`config.mk`:
```
export PLATFORM = sky130hd
export DESIGN_NAME = tmis_ctrl
export DESIGN_NICKNAME = d
export VERILOG_FILES = /design/src/tmis_pkg.sv /design/src/tmis_ctrl.sv
export SDC_FILE = /design/constraint.sdc
export NUM_CORES = 1
export LEC_CHECK = 0
export ABC_AREA = 1
export BUFFER_PORTS_ARGS = -buffer_cell sky130_fd_sc_hd__buf_2
export CAP_MARGIN = 20
export CORE_ASPECT_RATIO = 1.1
export CORE_MARGIN = 2
export CORE_UTILIZATION = 40
export CTS_BUF_LIST = sky130_fd_sc_hd__clkbuf_8
export CTS_CLUSTER_DIAMETER = 120
export DETAILED_ROUTE_END_ITERATION = 8
export PLACE_DENSITY = 0.74
export SETUP_SLACK_MARGIN = 0.2
export SKIP_CTS_REPAIR_TIMING = 1
export SLEW_MARGIN = 5
export SYNTH_ARGS = -nofsm -noshare
export SYNTH_HDL_FRONTEND = slang
export SYNTH_SLANG_ARGS = --single-unit
```
`constraint.sdc`:
```
create_clock -name i_clk -period 2.8 [get_ports i_clk]
set_input_delay 0.42 -clock i_clk [delete_from_list [all_inputs] [get_ports i_clk]]
set_output_delay 0.42 -clock i_clk [all_outputs]
set_load 0.05 [all_outputs]
```
`src/tmis_pkg.sv`:
```
// Package for the Tiny Machine step block: codes, instruction word layout,
// controller states and the command/status bundles between controller and datapath.
// No dependencies.
package tmis_pkg;

    localparam int IMEM_DEPTH_DEF = 1024;
    localparam int DMEM_DEPTH_DEF = 1024;
    localparam int REG_COUNT      = 8;
    localparam int RIDX_W         = 3;
    localparam logic [RIDX_W-1:0] PC_IDX = 3'd7;
    localparam int DIV_STEPS      = 32;

    typedef enum logic [2:0] {
        ACT_LOAD   = 3'd0,
        ACT_STEP   = 3'd1,
        ACT_CLEAR  = 3'd2,
        ACT_RDREG  = 3'd3,
        ACT_RDDATA = 3'd4
    } t_action;

    typedef enum logic [2:0] {
        ST_OK      = 3'd0,
        ST_HALT    = 3'd1,
        ST_IFAULT  = 3'd2,
        ST_DFAULT  = 3'd3,
        ST_DIVZERO = 3'd4
    } t_status;

    typedef enum logic [4:0] {
        OP_HALT = 5'd0,
        OP_IN   = 5'd1,
        OP_OUT  = 5'd2,
        OP_ADD  = 5'd3,
        OP_SUB  = 5'd4,
        OP_MUL  = 5'd5,
        OP_DIV  = 5'd6,
        OP_LD   = 5'd8,
        OP_ST   = 5'd9,
        OP_LDA  = 5'd11,
        OP_LDC  = 5'd12,
        OP_JLT  = 5'd13,
        OP_JLE  = 5'd14,
        OP_JGT  = 5'd15,
        OP_JGE  = 5'd16,
        OP_JEQ  = 5'd17,
        OP_JNE  = 5'd18
    } t_opcode;

    // last register-register opcode, and last opcode that checks the data address
    localparam logic [4:0] OP_RR_LAST   = 5'd7;
    localparam logic [4:0] OP_DCHK_LAST = 5'd10;

    typedef struct packed {
        logic [4:0]        op;
        logic [RIDX_W-1:0] ra;
        logic [31:0]       disp;
        logic [RIDX_W-1:0] rb;
    } t_instr;

    typedef enum logic [3:0] {
        S_INIT, S_IDLE, S_DISPATCH, S_CLEAR, S_DEC, S_RT, S_RR, S_RW, S_EX,
        S_MUL, S_DIV, S_DIVWB, S_LD, S_RDREG, S_RDDATA
    } t_state;

    typedef enum logic [1:0] {RD_A, RD_S, RD_T, RD_R} t_rdsel;
    typedef enum logic [1:0] {WB_ALU, WB_PROD, WB_QUO, WB_DMEM} t_wsel;
    typedef enum logic [1:0] {VS_NONE, VS_REG, VS_DMEM, VS_OUT} t_vsel;

    typedef struct packed {
        logic    in_latch;
        logic    imem_we;
        logic    pc_inc;
        t_rdsel  rd_sel;
        logic    ins_latch;
        logic    cap_s;
        logic    cap_t;
        logic    cap_r;
        logic    cnt_clr;
        logic    sweep;
        logic    sweep_init;
        logic    reg_we;
        t_wsel   wsel;
        logic    jump;
        logic    dm_rd_loc;
        logic    dm_we;
        logic    mul_go;
        logic    div_init;
        logic    div_step;
        logic    finish;
        t_status fin_status;
        t_vsel   vsel;
    } t_cmd;

    typedef struct packed {
        logic [2:0] action;
        logic       pc_fault;
        logic       load_fault;
        logic       loc_fault;
        logic [4:0] op;
        logic       m_fault;
        logic       div_zero;
        logic       cond_true;
        logic       clr_last;
        logic       init_last;
        logic       div_last;
    } t_stat;

endpackage

```
`src/tmis_ctrl.sv`:
```
// Sequencer for the Tiny Machine step block.
// Depends on tmis_pkg; drives tmis_dpath through t_cmd and watches t_stat.
module tmis_ctrl import tmis_pkg::*; (
    input  logic  i_clk,
    input  logic  i_rst_n,
    input  logic  i_start,
    input  t_stat i_stat,
    output t_cmd  o_cmd,
    output logic  o_busy
);
    t_state r_state, n_state;
    t_cmd   cmd;

    always_ff @(posedge i_clk) begin
        if (!i_rst_n) begin
            r_state <= S_INIT;
        end else begin
            r_state <= n_state;
        end
    end

    always_comb begin
        n_state        = r_state;
        cmd            = '0;
        cmd.rd_sel     = RD_A;
        cmd.wsel       = WB_ALU;
        cmd.fin_status = ST_OK;
        cmd.vsel       = VS_NONE;
        unique case (r_state)
            S_INIT: begin
                cmd.sweep      = 1'b1;
                cmd.sweep_init = 1'b1;
                if (i_stat.init_last) n_state = S_IDLE;
            end
            S_IDLE: begin
                if (i_start) begin
                    cmd.in_latch = 1'b1;
                    n_state      = S_DISPATCH;
                end
            end
            S_DISPATCH: begin
                cmd.cnt_clr = 1'b1;
                unique case (i_stat.action)
                    ACT_LOAD: begin
                        cmd.imem_we    = !i_stat.load_fault;
                        cmd.finish     = 1'b1;
                        cmd.fin_status = i_stat.load_fault ? ST_IFAULT : ST_OK;
                        n_state        = S_IDLE;
                    end
                    ACT_STEP: begin
                        if (i_stat.pc_fault) begin
                            cmd.finish     = 1'b1;
                            cmd.fin_status = ST_IFAULT;
                            n_state        = S_IDLE;
                        end else begin
                            cmd.pc_inc = 1'b1;
                            n_state    = S_DEC;
                        end
                    end
                    ACT_CLEAR: n_state = S_CLEAR;
                    ACT_RDREG: n_state = S_RDREG;
                    ACT_RDDATA: begin
                        if (i_stat.loc_fault) begin
                            cmd.finish     = 1'b1;
                            cmd.fin_status = ST_DFAULT;
                            n_state        = S_IDLE;
                        end else begin
                            cmd.dm_rd_loc = 1'b1;
                            n_state       = S_RDDATA;
                        end
                    end
                    default: begin
                        cmd.finish = 1'b1;
                        n_state    = S_IDLE;
                    end
                endcase
            end
            S_CLEAR: begin
                cmd.sweep = 1'b1;
                if (i_stat.clr_last) begin
                    cmd.finish = 1'b1;
                    n_state    = S_IDLE;
                end
            end
            S_DEC: begin
                cmd.ins_latch = 1'b1;
                cmd.rd_sel    = RD_S;
                n_state       = S_RT;
            end
            S_RT: begin
                cmd.cap_s  = 1'b1;
                cmd.rd_sel = RD_T;
                n_state    = S_RR;
            end
            S_RR: begin
                cmd.cap_t  = 1'b1;
                cmd.rd_sel = RD_R;
                n_state    = S_RW;
            end
            S_RW: begin
                cmd.cap_r = 1'b1;
                n_state   = S_EX;
            end
            S_EX: begin
                cmd.finish = 1'b1;
                n_state    = S_IDLE;
                if (i_stat.m_fault) begin
                    cmd.fin_status = ST_DFAULT;
                end else begin
                    unique case (i_stat.op) inside
                        OP_HALT: cmd.fin_status = ST_HALT;
                        OP_IN, OP_ADD, OP_SUB, OP_LDA, OP_LDC: cmd.reg_we = 1'b1;
                        OP_OUT: cmd.vsel = VS_OUT;
                        OP_MUL: begin
                            cmd.finish = 1'b0;
                            cmd.mul_go = 1'b1;
                            n_state    = S_MUL;
                        end
                        OP_DIV: begin
                            if (i_stat.div_zero) begin
                                cmd.fin_status = ST_DIVZERO;
                            end else begin
                                cmd.finish   = 1'b0;
                                cmd.div_init = 1'b1;
                                cmd.cnt_clr  = 1'b1;
                                n_state      = S_DIV;
                            end
                        end
                        OP_LD: begin
                            cmd.finish = 1'b0;
                            n_state    = S_LD;
                        end
                        OP_ST: cmd.dm_we = 1'b1;
                        OP_JLT, OP_JLE, OP_JGT, OP_JGE, OP_JEQ, OP_JNE:
                            cmd.jump = i_stat.cond_true;
                        default: ;
                    endcase
                end
            end
            S_MUL: begin
                cmd.reg_we = 1'b1;
                cmd.wsel   = WB_PROD;
                cmd.finish = 1'b1;
                n_state    = S_IDLE;
            end
            S_DIV: begin
                cmd.div_step = 1'b1;
                if (i_stat.div_last) n_state = S_DIVWB;
            end
            S_DIVWB: begin
                cmd.reg_we = 1'b1;
                cmd.wsel   = WB_QUO;
                cmd.finish = 1'b1;
                n_state    = S_IDLE;
            end
            S_LD: begin
                cmd.reg_we = 1'b1;
                cmd.wsel   = WB_DMEM;
                cmd.finish = 1'b1;
                n_state    = S_IDLE;
            end
            S_RDREG: begin
                cmd.vsel   = VS_REG;
                cmd.finish = 1'b1;
                n_state    = S_IDLE;
            end
            S_RDDATA: begin
                cmd.vsel   = VS_DMEM;
                cmd.finish = 1'b1;
                n_state    = S_IDLE;
            end
            default: n_state = S_IDLE;
        endcase
    end

    assign o_cmd  = cmd;
    assign o_busy = (r_state != S_IDLE);
endmodule

```
---- Word-level counts from Yosys, hierarchy flattened ----
Cells that the tools add are included.
word-level totals
  flip-flop bits (word level) ............. 4
  input port bits ......................... 20
  output and inout port bits .............. 28
  word-level logic and storage cells ...... 112
cells by class
  equal/unequal tests ..................... 39
  mux-type cells .......................... 60
  reduce and logical (&&, ||, !) cells .... 12
operator list
  cell                count
  $pmux 4 s10         1
  $mux 4              9
  $eq 5x4->1 const B  7
  $eq 4x4->1 const B  7
  $mux 1              28
  $pmux 2 s3          3
  $eq 4x3->1 const B  4
  $pmux 4 s4          1
  $eq 5x3->1 const B  3
  $eq 5x5->1 const B  3
  $mux 3              5
  $pmux 3 s2          2
  $pmux 4 s3          1
  $eq 5x2->1 const B  2
  $reduce_or 5->1     2
  $pmux 3 s3          1
  $eq 4x2->1 const B  2
  $mux 2              4
  $ne 2x2->1 const B  4
  $eq 3x2->1 const B  2
  $pmux 1 s2          3
  $reduce_or 2->1     3
  $reduce_or 6->1     1
  $eq 5x1->1 const B  1
  12 further kinds    12

---- Longest topological paths before layout ----
Gate-level depths: netlist (run 1).
  word-level depth ........................ 5
  mapped depth ............................ 9

---- Least setup slack after synthesis (run 1) ----
Ideal clock, no wire load.
  path kind ............................... register to output
  from .................................... register r_state[1]
  to ...................................... output port o_cmd[5] (netlist name)
  arrival time ............................ 2345 ps
  data required time ...................... 2380 ps
  setup slack ............................. 35 ps
  cell stages (with the launch flop) ...... 6
  path buffers ............................ 0
  cells stage by stage .................... dfxtp_1 > nand2_1 > o21ai_0 > a21oi_1 > nand3_1 > nand3b_1
RTL lines
  item                    RTL line         RTL
  start, declared         tmis_ctrl.sv:11  t_state r_state, n_state;
  start signal, assigned  tmis_ctrl.sv:18  r_state <= n_state;
  end, declared           tmis_ctrl.sv:8   output t_cmd o_cmd,

==> results of run 1 <==
path summary, 6_finish.rpt:
path,startpoint,depth (start not counted),to,slack (ns)
max,r_state[0]$_SDFFE_PN0P_,6,o_cmd[5],0.71
min,i_rst_n,3,r_state[2]$_SDFFE_PN0P_,0.48
max reg2reg,r_state[0]$_SDFFE_PN0P_,7,r_state[0]$_SDFFE_PN0P_,1.29
min reg2reg,r_state[1]$_SDFFE_PN0P_,2,r_state[1]$_SDFFE_PN0P_,0.59
synth_stat cells:
cell type,number,share of area (%)
a31oi_1,2,1.6
a21oi_1,8,5.0
nor2_4,2,2.8
nor2_1,35,16
nand3b_1,4,3.7
nor2_8,1,2.5
nand3_1,14,8.7
o21ai_0,9,5.6
o211ai_1,1,0.93
o221ai_1,1,1.1
o21a_1,1,0.93
dfxtp_1,4,10
nor2_2,1,0.78
o22ai_1,1,0.78
a211oi_1,1,0.93
inv_2,5,2.3
inv_1,19,8.9
nor4_1,1,0.78
nand2_2,2,1.6
o2111ai_1,1,1.1
nand3b_2,1,1.4
nand2_1,36,17
clkinv_1,1,0.47
nor3_2,1,1.2
nand4_1,3,2.3
nand2_4,1,1.4
per-stage QoR:
| step | instances | total power [mW] | setup slack, ns |
|---|---|---|---|
| floorplan | 156 | 0.4520 | 0.3812 |
| global placement | 231 | 0.5572 | 0.8523 |
| detailed placement | 231 | 0.5656 | 0.8104 |
| CTS | 234 | 0.6899 | 0.7182 |
| global route | 234 | 0.7359 | 0.5434 |
| finish | 234 | 0.6864 | 0.7067 |
cells by family after synthesis:
logic type      Yosys count  share of synthesized area (%)
compound gates           25                          17.91
buf+inv                  25                          11.68
flops                     4                          9.969
simple gates            102                          60.44
metal layers:
layer / track usage (%) / routed length, microns / vias to the layer above
met1: 27.56 / 1042 / 519
met4: 6.944 / 27 / 0
met3: 3.887 / 142 / 4
met2: 40.28 / 1255 / 42
met5: 0 / 0 / -
li1: - / - / 608
power by group through the flow:
stage,combinational [mW],clock [mW],sequential [mW]
after floorplan,0.363,0,0.0888
after global placement,0.464,0,0.0933
after detailed placement,0.472,0,0.0939
after CTS,0.473,0.124,0.0924
after global routing,0.508,0.131,0.0968
final,0.472,0.122,0.0930
worst min-delay path, delay by kind of cell:
family / cells / cell delay, ns
buf+inv: 2 / 0.14
compound gates: 1 / 0.10
area by class of cell:
cell class / instances / area share, %
Timing Repair Buffer: 47 / 20.98
Inverter: 25 / 8.370
Sequential cell: 4 / 7.143
Tap cell: 28 / 3.125
Multi-Input combinational cell: 127 / 56.70
Clock buffer: 3 / 3.683
==> results.ini, run 1 <==
[finish]
ff_latch_area_sq_um = 80.08
reg_top3 = r_state x4
fin_util_pct = 57.29
area_growth_pct = 39.56
multiInputGateArea_sq_um = 635.6
antenna_cells = 0
largest_register = r_state
nNetsFinal = 228
nFillCells = 219
largest_reg_flops = 4
final_common_cell = buf_2
final_cell_mix = buf_2, nand2_1, nor2_1
layout-drive-gt1-share_pct = 31.55
finish.instance_area_sq_mm = 0.001121

[worst_setup_path]
cp_cell_sequence = inv_2 > nor2_1 > o21ai_0 > nand3_1 > nand3b_1 > buf_2
critical_path_buf_inv_count = 2
crit_arrival_ns = 1.67
critPathCaptureType = primary output
slowest_delay_ns = 0.41
required_ns = 2.38
start_kind = flop
path_delay_family = simple AND/OR/NAND/NOR gates
setup.worst_path.class = flop to primary output
cp_max_fo = 5
critPathSlowestCell = dfxtp_1

[grt]
grt_antenna_before_repair = 0
track_usage_pct = 22.94
grt_pass1_vias = 1004
grt_pass1_wl_mm = 4.098
grt_max_degree = 11
grt_overflow = 0

[timing]
whs_ns = 0.4824
max_slew.worst_pin.slew_ns = 0.3891
rsz0062_at_grt = no
slew_violations = 0
fin_crit_sh_pct = 74.76
fin_tns_setup_ns = 0
slew_headroom_pct = 73.96
fin_worst_skew_ns = 0.002156
finalCriticalPeriod_ns = 2.093
fmax_ghz = 0.4777
finalSetupViolations = 0
final_hold_viol_count = 0

[power_and_ir_drop]
leakagePower_nw = 0.6787
p_seq_share_pct = 13.5
ir_worst_vdd_mv = 0.4769
p_per_area_mw_per_mm2 = 612.3
swShare_pct = 59.73
p_clk_share_pct = 17.7
p_int_mw = 0.2764
p_switching_mw = 0.4100
combinationalPowerShare_pct = 68.7

[yosys]
synth_cell_types = 26
syn_area_sq_um = 803.3
syn_nets = 176
ys_warn_count = 0
synthCells = 156
avgSynthCellArea_sq_um = 5.149
seq_area_frac_synth_pct = 9.969
ys_ff_latch = 4

[cts]
cts_tree = yes
htreeDepth = 1
clockRootBuffer = clkbuf_8
clock-sinks = 4
cts_buffer_depth = 2
clk_pin_slew_worst_paths_ns = 0.03
cts_made_buffers = 3
insertion_delay_ns = 0.22

[drt]
drc = 0
wire_per_inst_microns = 10.55
drt-total-wl_mm = 2.469
dr.pass1.iters = 4
detailroute.via_count = 1173
drtAntennaViolNets = 0
avgViaCountPerCell = 5.013
drt_iter0_drc = 24

[placed_design]
port_buffers = 47
gp_congestion = 0.8777
place_area_sq_mm = 0.001080
hpwl_mm = 2.119

[min_path]
hold_path.class = primary input to flop

[floorplanning]
io_pins = 48
start_util_pct = 41.05
fp.dieArea_sq_mm = 0.002383
fp.coreArea_sq_mm = 0.001957
fp.dieH_microns = 51
die_w_microns = 46.73
row_count = 17

[run_status]
status = complete, no violations

[flow_run]
maxCapViolCount = 0

Note: power is estimated with default switching activity, not from simulation.
==> run 2, diff against run 1 <==
clock period = 2 ns   (was 2.8 ns; I/O delays follow)
==> run 2 against run 1 <==
Core utilization grew 8.8 points. Wire length up 10%. Power up 52%. Via count grew 4.1%. Sequential share of layout area is 0.18 points lower. Non-clock buffer count rose by 3. First-iteration DRC count grew 63%. Largest power group unchanged.
==> results.ini, run 2 (synthesized netlist as in run 1, its figures left out) <==
[run_status]
status = complete, no violations

[timing]
setup_ws_ns = 0.2091
fin_tns_setup_ns = 0
fin_worst_skew_ns = 0.002149
fin_crit_sh_pct = 89.54
whs_ns = 0.3343
finalCriticalPeriod_ns = 1.791
rsz0062_at_grt = yes
slew_violations = 0
fmax_ghz = 0.5584
slew_headroom_pct = 78.35
finalSetupViolations = 0
max_slew.worst_pin.slew_ns = 0.3235
final_hold_viol_count = 0

[cts]
cts_tree = yes
cts_buffer_depth = 2
clk_pin_slew_worst_paths_ns = 0.03
clock-sinks = 4
clockRootBuffer = clkbuf_8
insertion_delay_ns = 0.22
htreeDepth = 1
cts_made_buffers = 3

[finish]
largest_register = r_state
finish.instance_area_sq_mm = 0.001294
antenna_cells = 0
reg_top3 = r_state x4
largest_reg_flops = 4
instances_no_fill = 237
nNetsFinal = 231
area_growth_pct = 61.06
final_common_cell = nand2_1
final_cell_mix = nand2_1, nor2_1, buf_2
layout-drive-gt1-share_pct = 38.76

[placed_design]
dpl.cell_count = 232
pre_cts_ws_ns = 0.2308
hpwl_mm = 2.105
port_buffers = 47
gp_congestion = 0.8918
place_area_sq_mm = 0.001135

[worst_setup_path]
r2r_cells = 8
rrSetupSlack_ns = 0.65
r2r-end = r_state[0]$_SDFFE_PN0P_
setup.worst_path.class = flop to primary output
required_ns = 1.70
start_kind = flop
critPathCaptureType = primary output
cp_max_fo = 6
r2r_start = r_state[1]$_SDFFE_PN0P_
crit_arrival_ns = 1.49

[flow_run]
maxCapViolCount = 0

[grt]
grt_max_degree = 7
grt_pass1_vias = 1067
track_usage_pct = 23.78
grt_overflow = 0
grt_pass1_wl_mm = 4.278
grt_antenna_before_repair = 0

[drt]
detailroute.via_count = 1221
avgViaCountPerCell = 5.152
dr.pass1.iters = 4
drt-total-wl_mm = 2.716
drtAntennaViolNets = 0
drt_iter0_drc = 39
wire_per_inst_microns = 11.46
drc = 0

[floorplanning]
row_count = 17
start_util_pct = 41.05
fp.coreArea_sq_mm = 0.001957
fp.dieArea_sq_mm = 0.002383
fp.dieH_microns = 51
io_pins = 48
die_w_microns = 46.73

[power_and_ir_drop]
p_per_area_mw_per_mm2 = 805.2
ir_worst_vdd_mv = 0.6471
leakagePower_nw = 0.7199

[min_path]
min_to = r_state[0]$_SDFFE_PN0P_
worstHoldPathCells = 3
hold_start = i_rst_n
hold_path.class = primary input to flop

==> run 2: how the worst max path moves through the flow <==
stage	from	end	slack (ns)	cells past startpoint
2_1_floorplan	r_state[0]$_SDFFE_PN0P_	o_cmd[0]	-0.15	4
3_3_place_gp	r_state[0]$_SDFFE_PN0P_	o_cmd[11]	0.27	6
3_5_place_dp	r_state[0]$_SDFFE_PN0P_	o_cmd[11]	0.23	6
4_1_cts	r_state[0]$_SDFFE_PN0P_	o_cmd[11]	-0.009	6
5_1_grt	r_state[2]$_SDFFE_PN0P_	o_cmd[5]	0.10	7
6_report	r_state[1]$_SDFFE_PN0P_	o_cmd[5]	0.21	6
==> run 2: where the power goes <==
part	switching, mW	internal [mW]
clock	0.0416	0.128
sequential	0.0407	0.105
combinational	0.533	0.193
==> run 2: critical path, cell delays in order, from the launching register on <==
cell      delay [ns]
dfxtp_4         0.37
nand2_1         0.21
o21ai_4         0.09
a21oi_2         0.14
nand3_1         0.10
nand3b_1        0.17
buf_4           0.20
==> run 2: metrics by stage <==
step / total power [mW] / utilization, %
floorplan: 0.6464 / -
global placement: 0.7945 / 57.99
detailed placement: 0.8037 / 57.99
CTS: 0.9783 / 60.10
global route: 1.121 / 66.11
finish: 1.042 / 66.11
==> run 2: final cells by class <==
| class | count | area (sq um) |
|---|---|---|
| repair buffers | 50 | 320.3 |
| fillers | 187 | 663.1 |
| inverters | 25 | 96.34 |
| well taps | 28 | 35.03 |
| clock buffers | 3 | 41.29 |
| multi-input cells | 127 | 710.7 |
| flip-flops and latches | 4 | 90.09 |
==> run 2: layer usage <==
| metal | share of wire [%] | global-route usage [%] | wire length (microns) |
|---|---|---|---|
| met3 | 6.3 | 2.827 | 172 |
| met1 | 39 | 29.24 | 1050 |
| met5 | 0 | 0 | 0 |
| met4 | 0.88 | 9.722 | 24 |
| met2 | 54 | 40.51 | 1468 |
